`src/design/sycc_pkg.sv`:
```
// Package: shared types, constants and arithmetic helpers for the sYCC to RGB block.
`default_nettype none
package sycc_pkg;

   // Configuration register indexes.
   localparam logic CSR_PRECISION = 1'b0;
   localparam logic CSR_MODE      = 1'b1;
   localparam int   CSR_IDX_W     = 1;
   localparam int   CSR_DATA_W    = 5;

   // Chroma sharing modes.
   localparam logic [1:0] MODE_444 = 2'd0;
   localparam logic [1:0] MODE_422 = 2'd1;

   // Group positions of the last result for each mode.
   localparam logic [1:0] POS_LAST_444 = 2'd0;
   localparam logic [1:0] POS_LAST_422 = 2'd1;
   localparam logic [1:0] POS_LAST_420 = 2'd3;

   localparam logic [4:0] PREC_RESET = 5'd8;
   localparam logic [4:0] PREC_MIN   = 5'd1;
   localparam logic [4:0] PREC_MAX   = 5'd16;

   localparam int SAMPLE_W = 16;
   localparam int LANES    = 4;
   localparam int PROD_W   = 35;
   localparam int SUM_W    = 36;
   localparam int TERM_W   = 19;
   localparam int LANE_W   = 21;

   // Q16 coefficients.
   localparam logic signed [PROD_W-1:0] COEF_CR_R = 35'sd91881;
   localparam logic signed [PROD_W-1:0] COEF_CB_G = 35'sd22544;
   localparam logic signed [PROD_W-1:0] COEF_CR_G = 35'sd46793;
   localparam logic signed [PROD_W-1:0] COEF_CB_B = 35'sd116130;

   typedef logic [SAMPLE_W-1:0] sample_type;

   // Per-item control that travels with the data.
   typedef struct packed {
      logic [1:0] last_pos;
      sample_type upb;
   } meta_type;

   // Correction terms shared by all lanes of one item.
   typedef struct packed {
      logic signed [TERM_W-1:0] tr;
      logic signed [TERM_W-1:0] tg;
      logic signed [TERM_W-1:0] tb;
   } term_type;

   typedef struct packed {
      sample_type red;
      sample_type green;
      sample_type blue;
   } pixel_type;

   // Precision limited to 1..16.
   function automatic logic [4:0] eff_prec(input logic [4:0] p);
      logic [4:0] r;
      r = p;
      if (p < PREC_MIN) r = PREC_MIN;
      if (p > PREC_MAX) r = PREC_MAX;
      return r;
   endfunction

   // Position of the last result in a group.
   function automatic logic [1:0] last_pos_of(input logic [1:0] mode);
      logic [1:0] r;
      case (mode)
         MODE_444: r = POS_LAST_444;
         MODE_422: r = POS_LAST_422;
         default:  r = POS_LAST_420;
      endcase
      return r;
   endfunction

   // Divide by 2^16, truncating toward zero.
   function automatic logic signed [TERM_W-1:0] trunc_q16(input logic signed [SUM_W-1:0] p);
      logic signed [SUM_W-1:0] b;
      b = p + (p[SUM_W-1] ? 36'sd65535 : 36'sd0);
      return TERM_W'(b >>> 16);
   endfunction

   // Clamp a signed sum to 0..upb.
   function automatic sample_type clamp_to(input logic signed [LANE_W-1:0] v,
                                           input sample_type upb);
      sample_type r;
      if (v[LANE_W-1]) r = '0;
      else if (v > $signed({5'b0, upb})) r = upb;
      else r = v[SAMPLE_W-1:0];
      return r;
   endfunction

endpackage
`default_nettype wire

```
`src/design/sycc_req_if.sv`:
```
// Interface: input channel carrying one chroma pair and four luma samples.
`default_nettype none
interface sycc_req_if;
   logic        valid;
   logic        ready;
   logic [15:0] luma_top_left;
   logic [15:0] luma_top_right;
   logic [15:0] luma_bottom_left;
   logic [15:0] luma_bottom_right;
   logic [15:0] chroma_blue;
   logic [15:0] chroma_red;

   modport source (output valid, luma_top_left, luma_top_right, luma_bottom_left,
                   luma_bottom_right, chroma_blue, chroma_red, input ready);
   modport sink   (input valid, luma_top_left, luma_top_right, luma_bottom_left,
                   luma_bottom_right, chroma_blue, chroma_red, output ready);
endinterface
`default_nettype wire

```
`src/design/sycc_rsp_if.sv`:
```
// Interface: result channel carrying one RGB pixel and its group position.
`default_nettype none
interface sycc_rsp_if;
   logic        valid;
   logic        ready;
   logic [15:0] red;
   logic [15:0] green;
   logic [15:0] blue;
   logic [1:0]  group_position;
   logic        last_of_group;

   modport source (output valid, red, green, blue, group_position, last_of_group,
                   input ready);
   modport sink   (input valid, red, green, blue, group_position, last_of_group,
                   output ready);
endinterface
`default_nettype wire

```
`src/design/sycc_chroma.sv`:
```
// Chroma path: centring, coefficient products and truncated correction terms.
`default_nettype none
module sycc_chroma (
   input  wire logic                                    clock,
   input  wire logic                                    reset,
   input  wire logic                                    en,
   input  wire logic                                    in_valid,
   input  wire sycc_pkg::sample_type                    cb_in,
   input  wire sycc_pkg::sample_type                    cr_in,
   input  wire logic [sycc_pkg::LANES-1:0][15:0]        luma_in,
   input  wire logic [4:0]                              prec,
   input  wire logic [1:0]                              mode,
   output logic                                         out_valid,
   output sycc_pkg::term_type                           terms,
   output sycc_pkg::meta_type                           meta,
   output logic [sycc_pkg::LANES-1:0][15:0]             luma_out
);
   import sycc_pkg::*;

   logic [4:0]  p_eff;
   sample_type  offset;
   logic [16:0] upb_wide;
   meta_type    meta_in;

   logic                            v1_ff, v2_ff, v3_ff;
   logic signed [16:0]              cb1_ff, cr1_ff;
   meta_type                        meta1_ff, meta2_ff, meta3_ff;
   logic [LANES-1:0][15:0]          luma1_ff, luma2_ff, luma3_ff;
   logic signed [PROD_W-1:0]        pr2_ff, pgb2_ff, pgr2_ff, pb2_ff;
   term_type                        terms3_ff;
   logic signed [SUM_W-1:0]         g_sum;

   // Item-wide constants from the precision register.
   always_comb begin
      p_eff    = eff_prec(prec);
      offset   = SAMPLE_W'(17'd1 << (p_eff - 5'd1));
      upb_wide = (17'd1 << p_eff) - 17'd1;
      meta_in.upb      = upb_wide[SAMPLE_W-1:0];
      meta_in.last_pos = last_pos_of(mode);
   end

   // Stage valid bits move together under the pipeline enable.
   always_ff @(posedge clock) begin
      if (reset) begin
         v1_ff <= 1'b0;
         v2_ff <= 1'b0;
         v3_ff <= 1'b0;
      end else if (en) begin
         v1_ff <= in_valid;
         v2_ff <= v1_ff;
         v3_ff <= v2_ff;
      end
   end

   // Stage 1 centres chroma, stage 2 forms products, stage 3 truncates.
   assign g_sum = SUM_W'(pgb2_ff) + SUM_W'(pgr2_ff);

   always_ff @(posedge clock) begin
      if (en) begin
         cb1_ff    <= $signed({1'b0, cb_in}) - $signed({1'b0, offset});
         cr1_ff    <= $signed({1'b0, cr_in}) - $signed({1'b0, offset});
         meta1_ff  <= meta_in;
         luma1_ff  <= luma_in;
         pr2_ff    <= COEF_CR_R * PROD_W'(cr1_ff);
         pgb2_ff   <= COEF_CB_G * PROD_W'(cb1_ff);
         pgr2_ff   <= COEF_CR_G * PROD_W'(cr1_ff);
         pb2_ff    <= COEF_CB_B * PROD_W'(cb1_ff);
         meta2_ff  <= meta1_ff;
         luma2_ff  <= luma1_ff;
         terms3_ff.tr <= trunc_q16(SUM_W'(pr2_ff));
         terms3_ff.tg <= trunc_q16(g_sum);
         terms3_ff.tb <= trunc_q16(SUM_W'(pb2_ff));
         meta3_ff  <= meta2_ff;
         luma3_ff  <= luma2_ff;
      end
   end

   assign out_valid = v3_ff;
   assign terms     = terms3_ff;
   assign meta      = meta3_ff;
   assign luma_out  = luma3_ff;

endmodule
`default_nettype wire

```
`src/design/sycc_lane.sv`:
```
// One conversion lane: adds the shared terms to one luma sample and clamps.
`default_nettype none
module sycc_lane (
   input  wire logic                 clock,
   input  wire logic                 en,
   input  wire sycc_pkg::sample_type luma,
   input  wire sycc_pkg::term_type   terms,
   input  wire sycc_pkg::sample_type upb,
   output sycc_pkg::pixel_type       pixel
);
   import sycc_pkg::*;

   logic signed [LANE_W-1:0] y, sum_r, sum_g, sum_b;
   pixel_type                pixel_ff;

   // Signed sums for the three components.
   always_comb begin
      y     = $signed({5'b0, luma});
      sum_r = y + LANE_W'(terms.tr);
      sum_g = y - LANE_W'(terms.tg);
      sum_b = y + LANE_W'(terms.tb);
   end

   // Clamped components are registered.
   always_ff @(posedge clock) begin
      if (en) begin
         pixel_ff.red   <= clamp_to(sum_r, upb);
         pixel_ff.green <= clamp_to(sum_g, upb);
         pixel_ff.blue  <= clamp_to(sum_b, upb);
      end
   end

   assign pixel = pixel_ff;

endmodule
`default_nettype wire

```
`src/design/sycc_merge.sv`:
```
// Merge stage: holds a group's lane results, sends one per cycle unless stalled.
`default_nettype none
module sycc_merge (
   input  wire logic                                   clock,
   input  wire logic                                   reset,
   input  wire logic                                   in_valid,
   input  wire sycc_pkg::pixel_type [sycc_pkg::LANES-1:0] pixels,
   input  wire sycc_pkg::meta_type                     meta,
   output logic                                        buf_free,
   sycc_rsp_if.source                                  rsp_chan
);
   import sycc_pkg::*;

   logic                       buf_valid_ff, buf_valid_in;
   logic [1:0]                 idx_ff, idx_in;
   logic [1:0]                 last_pos_ff, last_pos_in;
   pixel_type [LANES-1:0]      pix_ff;
   logic                       fire, is_last, load;

   assign is_last  = (idx_ff == last_pos_ff);
   assign fire     = buf_valid_ff && rsp_chan.ready;
   assign buf_free = !buf_valid_ff || (fire && is_last);
   assign load     = in_valid && buf_free;

   // Position counter walks through the group; a new group loads when free.
   always_comb begin
      buf_valid_in = buf_valid_ff;
      idx_in       = idx_ff;
      last_pos_in  = last_pos_ff;
      if (load) begin
         buf_valid_in = 1'b1;
         idx_in       = 2'd0;
         last_pos_in  = meta.last_pos;
      end else if (fire) begin
         if (is_last) buf_valid_in = 1'b0;
         else idx_in = idx_ff + 2'd1;
      end
   end

   always_ff @(posedge clock) begin
      if (reset) begin
         buf_valid_ff <= 1'b0;
         idx_ff       <= 2'd0;
         last_pos_ff  <= POS_LAST_444;
      end else begin
         buf_valid_ff <= buf_valid_in;
         idx_ff       <= idx_in;
         last_pos_ff  <= last_pos_in;
      end
   end

   always_ff @(posedge clock) begin
      if (load) pix_ff <= pixels;
   end

   // Result transaction fields.
   assign rsp_chan.valid          = buf_valid_ff;
   assign rsp_chan.red            = pix_ff[idx_ff].red;
   assign rsp_chan.green          = pix_ff[idx_ff].green;
   assign rsp_chan.blue           = pix_ff[idx_ff].blue;
   assign rsp_chan.group_position = idx_ff;
   assign rsp_chan.last_of_group  = is_last;

   // The position never passes the end of its group.
   a_idx_in_group: assert property (@(posedge clock) disable iff (reset)
      buf_valid_ff |-> (idx_ff <= last_pos_ff))
      else $error("group position beyond last result");

   // Group length is one, two or four results.
   a_last_pos_legal: assert property (@(posedge clock) disable iff (reset)
      buf_valid_ff |-> (last_pos_ff == POS_LAST_444 || last_pos_ff == POS_LAST_422 ||
                        last_pos_ff == POS_LAST_420))
      else $error("illegal group length");

   // A taken result that is not the last moves to the next position.
   a_idx_advance: assert property (@(posedge clock) disable iff (reset)
      (fire && !is_last) |=> (buf_valid_ff && idx_ff == $past(idx_ff) + 2'd1))
      else $error("group position did not advance");

   // A stalled group keeps its position.
   a_idx_hold: assert property (@(posedge clock) disable iff (reset)
      (buf_valid_ff && !rsp_chan.ready) |=> (buf_valid_ff && $stable(idx_ff)))
      else $error("group position changed under stall");

endmodule
`default_nettype wire

```
`src/design/sycc_to_rgb_upsample_convert.sv`:
```
// Top level: sYCC to RGB conversion with 4:4:4, 4:2:2 and 4:2:0 chroma sharing.
//
//   Channel   Direction  Carries
//   req_chan  in         one chroma pair and four luma samples per transaction
//   rsp_chan  out        one clamped RGB pixel, group position and last marker
//   csr_*     in         writes of sample_precision (0) and subsampling_mode (1)
//
// An item passes four register stages (centring, products, truncation, lanes)
// before its group is loaded into the merge buffer.
// The merge buffer sends one result per cycle while rsp_chan is ready; an item
// yields 1, 2 or 4 results (4:4:4, 4:2:2, 4:2:0); one result port sets this rate.
// Reset is synchronous and active high; it empties the pipeline and loads
// precision 8 and mode 4:4:4. A stall on rsp_chan stops the pipeline once the
// buffer holds a waiting group with a full stage behind it.
`default_nettype none
module sycc_to_rgb_upsample_convert (
   input  wire logic                             clock,
   input  wire logic                             reset,
   sycc_req_if.sink                              req_chan,
   sycc_rsp_if.source                            rsp_chan,
   input  wire logic                             csr_we,
   input  wire logic [sycc_pkg::CSR_IDX_W-1:0]   csr_index,
   input  wire logic [sycc_pkg::CSR_DATA_W-1:0]  csr_wdata
);
   import sycc_pkg::*;

   logic [4:0]              prec_ff;
   logic [1:0]              mode_ff;
   logic                    adv, buf_free, c_valid, v4_ff;
   term_type                terms;
   meta_type                c_meta, meta4_ff;
   logic [LANES-1:0][15:0]  luma_in, luma_c;
   pixel_type [LANES-1:0]   pixels;

   // Configuration registers.
   always_ff @(posedge clock) begin
      if (reset) begin
         prec_ff <= PREC_RESET;
         mode_ff <= MODE_444;
      end else if (csr_we) begin
         case (csr_index)
            CSR_PRECISION: prec_ff <= csr_wdata;
            CSR_MODE:      mode_ff <= csr_wdata[1:0];
            default:       prec_ff <= prec_ff;
         endcase
      end
   end

   // The pipeline moves whenever the lane stage is empty or can hand over.
   assign adv            = !v4_ff || buf_free;
   assign req_chan.ready = adv;

   assign luma_in[0] = req_chan.luma_top_left;
   assign luma_in[1] = req_chan.luma_top_right;
   assign luma_in[2] = req_chan.luma_bottom_left;
   assign luma_in[3] = req_chan.luma_bottom_right;

   sycc_chroma u_chroma (
      .clock     (clock),
      .reset     (reset),
      .en        (adv),
      .in_valid  (req_chan.valid),
      .cb_in     (req_chan.chroma_blue),
      .cr_in     (req_chan.chroma_red),
      .luma_in   (luma_in),
      .prec      (prec_ff),
      .mode      (mode_ff),
      .out_valid (c_valid),
      .terms     (terms),
      .meta      (c_meta),
      .luma_out  (luma_c)
   );

   // Four lanes convert all luma samples of a group side by side.
   for (genvar i = 0; i < LANES; i++) begin : g_lane
      sycc_lane u_lane (
         .clock (clock),
         .en    (adv),
         .luma  (luma_c[i]),
         .terms (terms),
         .upb   (c_meta.upb),
         .pixel (pixels[i])
      );
   end

   // Lane stage valid and group control.
   always_ff @(posedge clock) begin
      if (reset) begin
         v4_ff <= 1'b0;
      end else if (adv) begin
         v4_ff <= c_valid;
      end
   end

   always_ff @(posedge clock) begin
      if (adv) meta4_ff <= c_meta;
   end

   sycc_merge u_merge (
      .clock    (clock),
      .reset    (reset),
      .in_valid (v4_ff),
      .pixels   (pixels),
      .meta     (meta4_ff),
      .buf_free (buf_free),
      .rsp_chan (rsp_chan)
   );

endmodule
`default_nettype wire

```
`src/flat_wrapper.sv`:
```
// flat-port wrapper written by rule: the top's interface ports become plain ports
module sycc_to_rgb_upsample_convert_flat import sycc_pkg::*;
  (clock, reset, csr_we, csr_index, csr_wdata, req_chan_valid, req_chan_luma_top_left, req_chan_luma_top_right, req_chan_luma_bottom_left, req_chan_luma_bottom_right, req_chan_chroma_blue, req_chan_chroma_red, req_chan_ready, rsp_chan_valid, rsp_chan_red, rsp_chan_green, rsp_chan_blue, rsp_chan_group_position, rsp_chan_last_of_group, rsp_chan_ready);
  sycc_req_if req_chan_i ();
  sycc_rsp_if rsp_chan_i ();
  input  wire logic clock;
  input  wire logic reset;
  input  wire logic csr_we;
  input  wire logic [sycc_pkg::CSR_IDX_W-1:0] csr_index;
  input  wire logic [sycc_pkg::CSR_DATA_W-1:0] csr_wdata;
  input wire logic [$bits(req_chan_i.valid)-1:0] req_chan_valid;
  input wire logic [$bits(req_chan_i.luma_top_left)-1:0] req_chan_luma_top_left;
  input wire logic [$bits(req_chan_i.luma_top_right)-1:0] req_chan_luma_top_right;
  input wire logic [$bits(req_chan_i.luma_bottom_left)-1:0] req_chan_luma_bottom_left;
  input wire logic [$bits(req_chan_i.luma_bottom_right)-1:0] req_chan_luma_bottom_right;
  input wire logic [$bits(req_chan_i.chroma_blue)-1:0] req_chan_chroma_blue;
  input wire logic [$bits(req_chan_i.chroma_red)-1:0] req_chan_chroma_red;
  output wire logic [$bits(req_chan_i.ready)-1:0] req_chan_ready;
  output wire logic [$bits(rsp_chan_i.valid)-1:0] rsp_chan_valid;
  output wire logic [$bits(rsp_chan_i.red)-1:0] rsp_chan_red;
  output wire logic [$bits(rsp_chan_i.green)-1:0] rsp_chan_green;
  output wire logic [$bits(rsp_chan_i.blue)-1:0] rsp_chan_blue;
  output wire logic [$bits(rsp_chan_i.group_position)-1:0] rsp_chan_group_position;
  output wire logic [$bits(rsp_chan_i.last_of_group)-1:0] rsp_chan_last_of_group;
  input wire logic [$bits(rsp_chan_i.ready)-1:0] rsp_chan_ready;
  assign req_chan_i.valid = req_chan_valid;
  assign req_chan_i.luma_top_left = req_chan_luma_top_left;
  assign req_chan_i.luma_top_right = req_chan_luma_top_right;
  assign req_chan_i.luma_bottom_left = req_chan_luma_bottom_left;
  assign req_chan_i.luma_bottom_right = req_chan_luma_bottom_right;
  assign req_chan_i.chroma_blue = req_chan_chroma_blue;
  assign req_chan_i.chroma_red = req_chan_chroma_red;
  assign req_chan_ready = req_chan_i.ready;
  assign rsp_chan_valid = rsp_chan_i.valid;
  assign rsp_chan_red = rsp_chan_i.red;
  assign rsp_chan_green = rsp_chan_i.green;
  assign rsp_chan_blue = rsp_chan_i.blue;
  assign rsp_chan_group_position = rsp_chan_i.group_position;
  assign rsp_chan_last_of_group = rsp_chan_i.last_of_group;
  assign rsp_chan_i.ready = rsp_chan_ready;
  sycc_to_rgb_upsample_convert u_core (.clock(clock), .reset(reset), .req_chan(req_chan_i), .rsp_chan(rsp_chan_i), .csr_we(csr_we), .csr_index(csr_index), .csr_wdata(csr_wdata));
endmodule
```
`config.mk`:
```
export PLATFORM = sky130hd
export DESIGN_NAME = sycc_to_rgb_upsample_convert_flat
export DESIGN_NICKNAME = d
export VERILOG_FILES = /design/src/design/sycc_pkg.sv /design/src/design/sycc_req_if.sv /design/src/design/sycc_rsp_if.sv /design/src/design/sycc_chroma.sv /design/src/design/sycc_lane.sv /design/src/design/sycc_merge.sv /design/src/design/sycc_to_rgb_upsample_convert.sv /design/src/flat_wrapper.sv
export SDC_FILE = /design/constraint.sdc
export NUM_CORES = 2
export LEC_CHECK = 0
export BUFFER_PORTS_ARGS = -buffer_cell sky130_fd_sc_hd__buf_4
export CORE_UTILIZATION = 28
export CTS_CLUSTER_DIAMETER = 120
export DETAILED_ROUTE_END_ITERATION = 10
export PLACE_DENSITY_LB_ADDON = 0.08
export RECOVER_POWER = 25
export SYNTH_ARGS = -nofsm -noshare
export SYNTH_HDL_FRONTEND = slang
export SYNTH_SLANG_ARGS = --single-unit
```
`constraint.sdc`:
```
create_clock -name clock -period 24.5 [get_ports clock]
set_input_delay 2.45 -clock clock [delete_from_list [all_inputs] [get_ports clock]]
set_output_delay 2.45 -clock clock [all_outputs]
set_load 0.01 [all_outputs]
```
==> key figures <==
Setup path
  – Reg-to-reg startpoint: u_core.u_chroma.terms[39]
  – Worst Setup Start Kind: register
  – Reg-to-reg endpoint: u_core.g_lane[2].u_lane.pixel[37]
  – Delay of the slowest cell on the worst path: 0.83 ns
  – Library cell contributing the largest single delay on the critical path: sky130_fd_sc_hd__a31oi_1
  – Total stage count of the critical path: 21
  – Logic depth of the worst register-to-register path: 21
  – Family with the most delay on the worst path: compound AO/OA/AOI/OAI gates
  – WS Path Type: register to register
  – Required arrival time at the worst endpoint: between 20 and 25 ns
  – Crit-path cells: ha_1 -> a21o_1 -> a21oi_1 -> nor2b_1 -> o41a_1 -> a41o_1 -> o41ai_2 -> o2111a_1 -> o21bai_1 -> xor2_1 -> ha_1 -> and3_1 -> nand3_1 -> nor4_1 -> a211o_1 -> a21oi_1 -> nor3_1 -> o211ai_1 -> a31oi_1 -> nand2_1 -> a31o_2
  – Sort of element at the end of the critical path: register
  – Crit path from: u_core.u_chroma.terms[39]
  – Timing endpoint of the critical path: u_core.g_lane[2].u_lane.pixel[37]
  – Minimum setup slack among reg-to-reg paths: 17.55 ns
  – Crit path buffers/inverters: 0
  – CP arrival: approximately 7.4 ns
  – Highest fanout seen on the critical path: 16

CTS
  – CTS Hold Bufs: 0
  – Count of H-tree levels built during CTS: 3
  – Post CTS Setup Buffer Count: 0
  – Root buffer cell: sky130_fd_sc_hd__clkbuf_16
  – Num CTS Buffers: around 100
  – Deepest clock path buffer count: 3
  – Clock latency of the later-clocked register in the worst-skew pair: roughly 0.76 ns
  – TritonCTS clock tree: yes
  – Clock slew at reported path FFs: about 0.06 ns
  – Post-cts sizing count: 0
  – Sink Count: between 800 and 900

Synthesis
  – Most instantiated cells after synthesis: 929 x sky130_fd_sc_hd__ha_1, 846 x sky130_fd_sc_hd__edfxtp_1, 699 x sky130_fd_sc_hd__inv_1
  – Async S/R FF share, synth: 0
  – Number of warnings printed during yosys synthesis: 0
  – Synthesized instance count: 5697
  – Netlist area before placement: roughly 0.065 mm²
  – Number of distinct standard cells referenced by the synthesized netlist: between 80 and 90
  – Share of Yosys cell area claimed by the top area cell type: 0.3914
  – Cell with the most instances after synthesis: sky130_fd_sc_hd__ha_1
  – Sequential element share of the synthesized area: 0.3963
  – Number of enable flip-flop cells after synthesis: around 850
  – Cell accounting for the most synthesized area: sky130_fd_sc_hd__edfxtp_1
  – Post-Synthesis Mean Instance Area: roughly 11 µm²
  – Top cells by area, synth: sky130_fd_sc_hd__edfxtp_1 39%, sky130_fd_sc_hd__ha_1 18%, sky130_fd_sc_hd__fa_1 9.5%
  – Leading register cell type out of synthesis: sky130_fd_sc_hd__edfxtp_1
  – Number of storage elements in the synthesis netlist: ~860

Floorplanning
  – Die extent in y: 483.5 µm
  – Core area: 0.2301 mm²
  – Die width: between 400 and 500 µm
  – Ports placed on the boundary: between 150 and 200
  – Starting density of the core: 0.2821
  – Site Rows: approximately 180
  – Total Die Area: between 0.2 and 0.25 mm²

Job
  – Count of maximum capacitance violations: 0

Hold path
  – HP Class: register to register

Placed design
  – Count of input and output buffers: ~160
  – Total placed cells including tap cells: approximately 8900
  – Estimated wirelength of the detail-placed design: between 150000 and 200000 µm
  – Final weighted congestion in routability-driven placement: around 0.9

Global route
  – Via count of the first global-routing pass: between 40000 and 50000
  – Initial antenna violation count: 1
  – Total Routing Usage GR: 0.1756
  – First-pass GRT wire length: 301100 µm
  – Overflow after GRT: 0
  – Maximum number of pins on one net before global-route repair: 136

Detailed routing
  – WL final: between 200000 and 250000 µm
  – DRC violations left: 0
  – Wire per inst: 22.89 µm
  – First-pass detailed-route iteration total: 6
  – Vias per cell: between 4 and 5
  – Final antenna-violating net count: 0
  – DR vias: roughly 44000
  – DRT iter0 DRCs: between 2000 and 3000

Timing
  – Clock skew after layout: 0.05698 ns
  – Part of the cycle the worst path needs: 0.2837
  – Final setup violation count: 0
  – Count of pins over their slew limit: 0
  – Maximum clock rate: approximately 140 MHz
  – Final number of hold-violating endpoints: 0
  – Slew of the pin with the lowest slew margin: around 1.3 ns
  – Slew HR: 0.1318
  – Setup repair after global routing missed its margin: false
  – Setup tns final: 0 ns
  – Worst hold slack across all endpoints: about 0.40 ns
  – Min cycle time layout: a little under 7 ns

Cells and area
  – Fill count: 23417
  – Share of final-layout standard cells stronger than drive strength 1: 0.08113
  – Layout Nets: about 7300
  – Fin util: 0.3191
  – Post-route insts no fill: slightly above 9000
  – Layout-stage area growth over the synthesis result: 13.13%

Run status
  – Status: complete, no violations
-- cell families (layout without fill, tap and decap cells) --
family | count (synthesis) | count (layout) | synth area share
buf+inv | 799 | 1116 | 0.04648
simple gates | 1200 | 1200 | 0.08983
mux | 170 | 170 | 0.03551
flops | 862 | 862 | 0.3963
xor+xnor | 340 | 340 | 0.04588
other cells | 1 | 7 | 0.00005778
compound gates | 1087 | 1087 | 0.1115
fa+ha+maj | 1238 | 1238 | 0.2744
-- per-layer routing --
layer / GRT usage / wire length [µm]
met5: 0 / 0
met4: 0.06491 / 7687
met3: 0.01564 / 6066
met2: 0.2847 / 94430
met1: 0.2425 / 98900
-- flip-flops by register name, summed over array words and instances, names as in the netlist, 2 cells and up --
| name | cells |
|---|---|
| u_core.g_lane.u_lane.pixel | 192 |
| u_core.meta4_ff | 2 |
| u_core.mode_ff | 2 |
| u_core.prec_ff | 5 |
| u_core.u_chroma.cb1_ff | 17 |
| u_core.u_chroma.cr1_ff | 17 |
| u_core.u_chroma.luma1_ff | 64 |
| u_core.u_chroma.luma2_ff | 64 |
| u_core.u_chroma.luma_out | 64 |
| u_core.u_chroma.meta | 18 |
| u_core.u_chroma.meta1_ff | 18 |
| u_core.u_chroma.meta2_ff | 18 |
| u_core.u_chroma.pb2_ff | 30 |
| u_core.u_chroma.pgb2_ff | 29 |
| u_core.u_chroma.pgr2_ff | 34 |
| u_core.u_chroma.pr2_ff | 30 |
| u_core.u_chroma.terms | 57 |
| u_core.u_merge.last_pos_ff | 2 |
| u_core.u_merge.pix_ff | 192 |
| u_core.u_merge.rsp_chan.group_position | 2 |
-- area by class of cell --
cell class,count,area [µm²],area share
diodes,5,12.51,0.0001704
clock buffers,123,2641,0.03597
clock inverters,68,724.4,0.009866
inverters,700,2628,0.03578
multi-input cells,4037,36250,0.4937
flip-flops and latches,862,25730,0.3504
well taps,3026,3786,0.05156
repair buffers,225,1653,0.02251
-- cell usage in the layout (no fill, tap or decap), drive strengths merged, types with 41 or more instances in the layout --
cell / instances
nand2: 225
fa: 309
nor3: 117
a211oi: 41
xnor2: 251
xor2: 89
o21a: 64
clkinv: 44
edfxtp: 846
a21o: 160
nand4: 70
ha: 929
inv: 710
nand3: 114
buf: 162
o21ai: 190
nor2: 385
o21bai: 46
and3: 49
o31ai: 58
nor2b: 69
a21oi: 293
mux2i: 120
nand2b: 44
clkbuf: 186
mux4: 48
-- worst min path at each step --
stage          cells after the start                           end                         startpoint
2_1_floorplan                      0           u_core.meta4_ff[16]           u_core.u_chroma.meta[16]
3_3_place_gp                       0      u_core.u_chroma.meta[11]       u_core.u_chroma.meta2_ff[11]
3_5_place_dp                       0  u_core.u_chroma.luma2_ff[54]       u_core.u_chroma.luma1_ff[54]
4_1_cts                            0     u_core.u_merge.pix_ff[89]  u_core.g_lane[1].u_lane.pixel[41]
5_1_grt                            0       u_core.u_chroma.meta[1]        u_core.u_chroma.meta2_ff[1]
6_report                           0       u_core.u_chroma.meta[1]        u_core.u_chroma.meta2_ff[1]
-- metrics by stage --
step | setup WS, ns | area [µm²]
6_report | 17.55 | 73430
5_1_grt | 17.10 | 73420
4_1_cts | 17.53 | 73470
3_5_place_dp | 17.40 | 70100
3_3_place_gp | 17.44 | 70100
2_1_floorplan | 5.707 | 64910
Power is not shown: default switching activity piles up to over one toggle a cycle in this logic, so the estimate is an artifact.
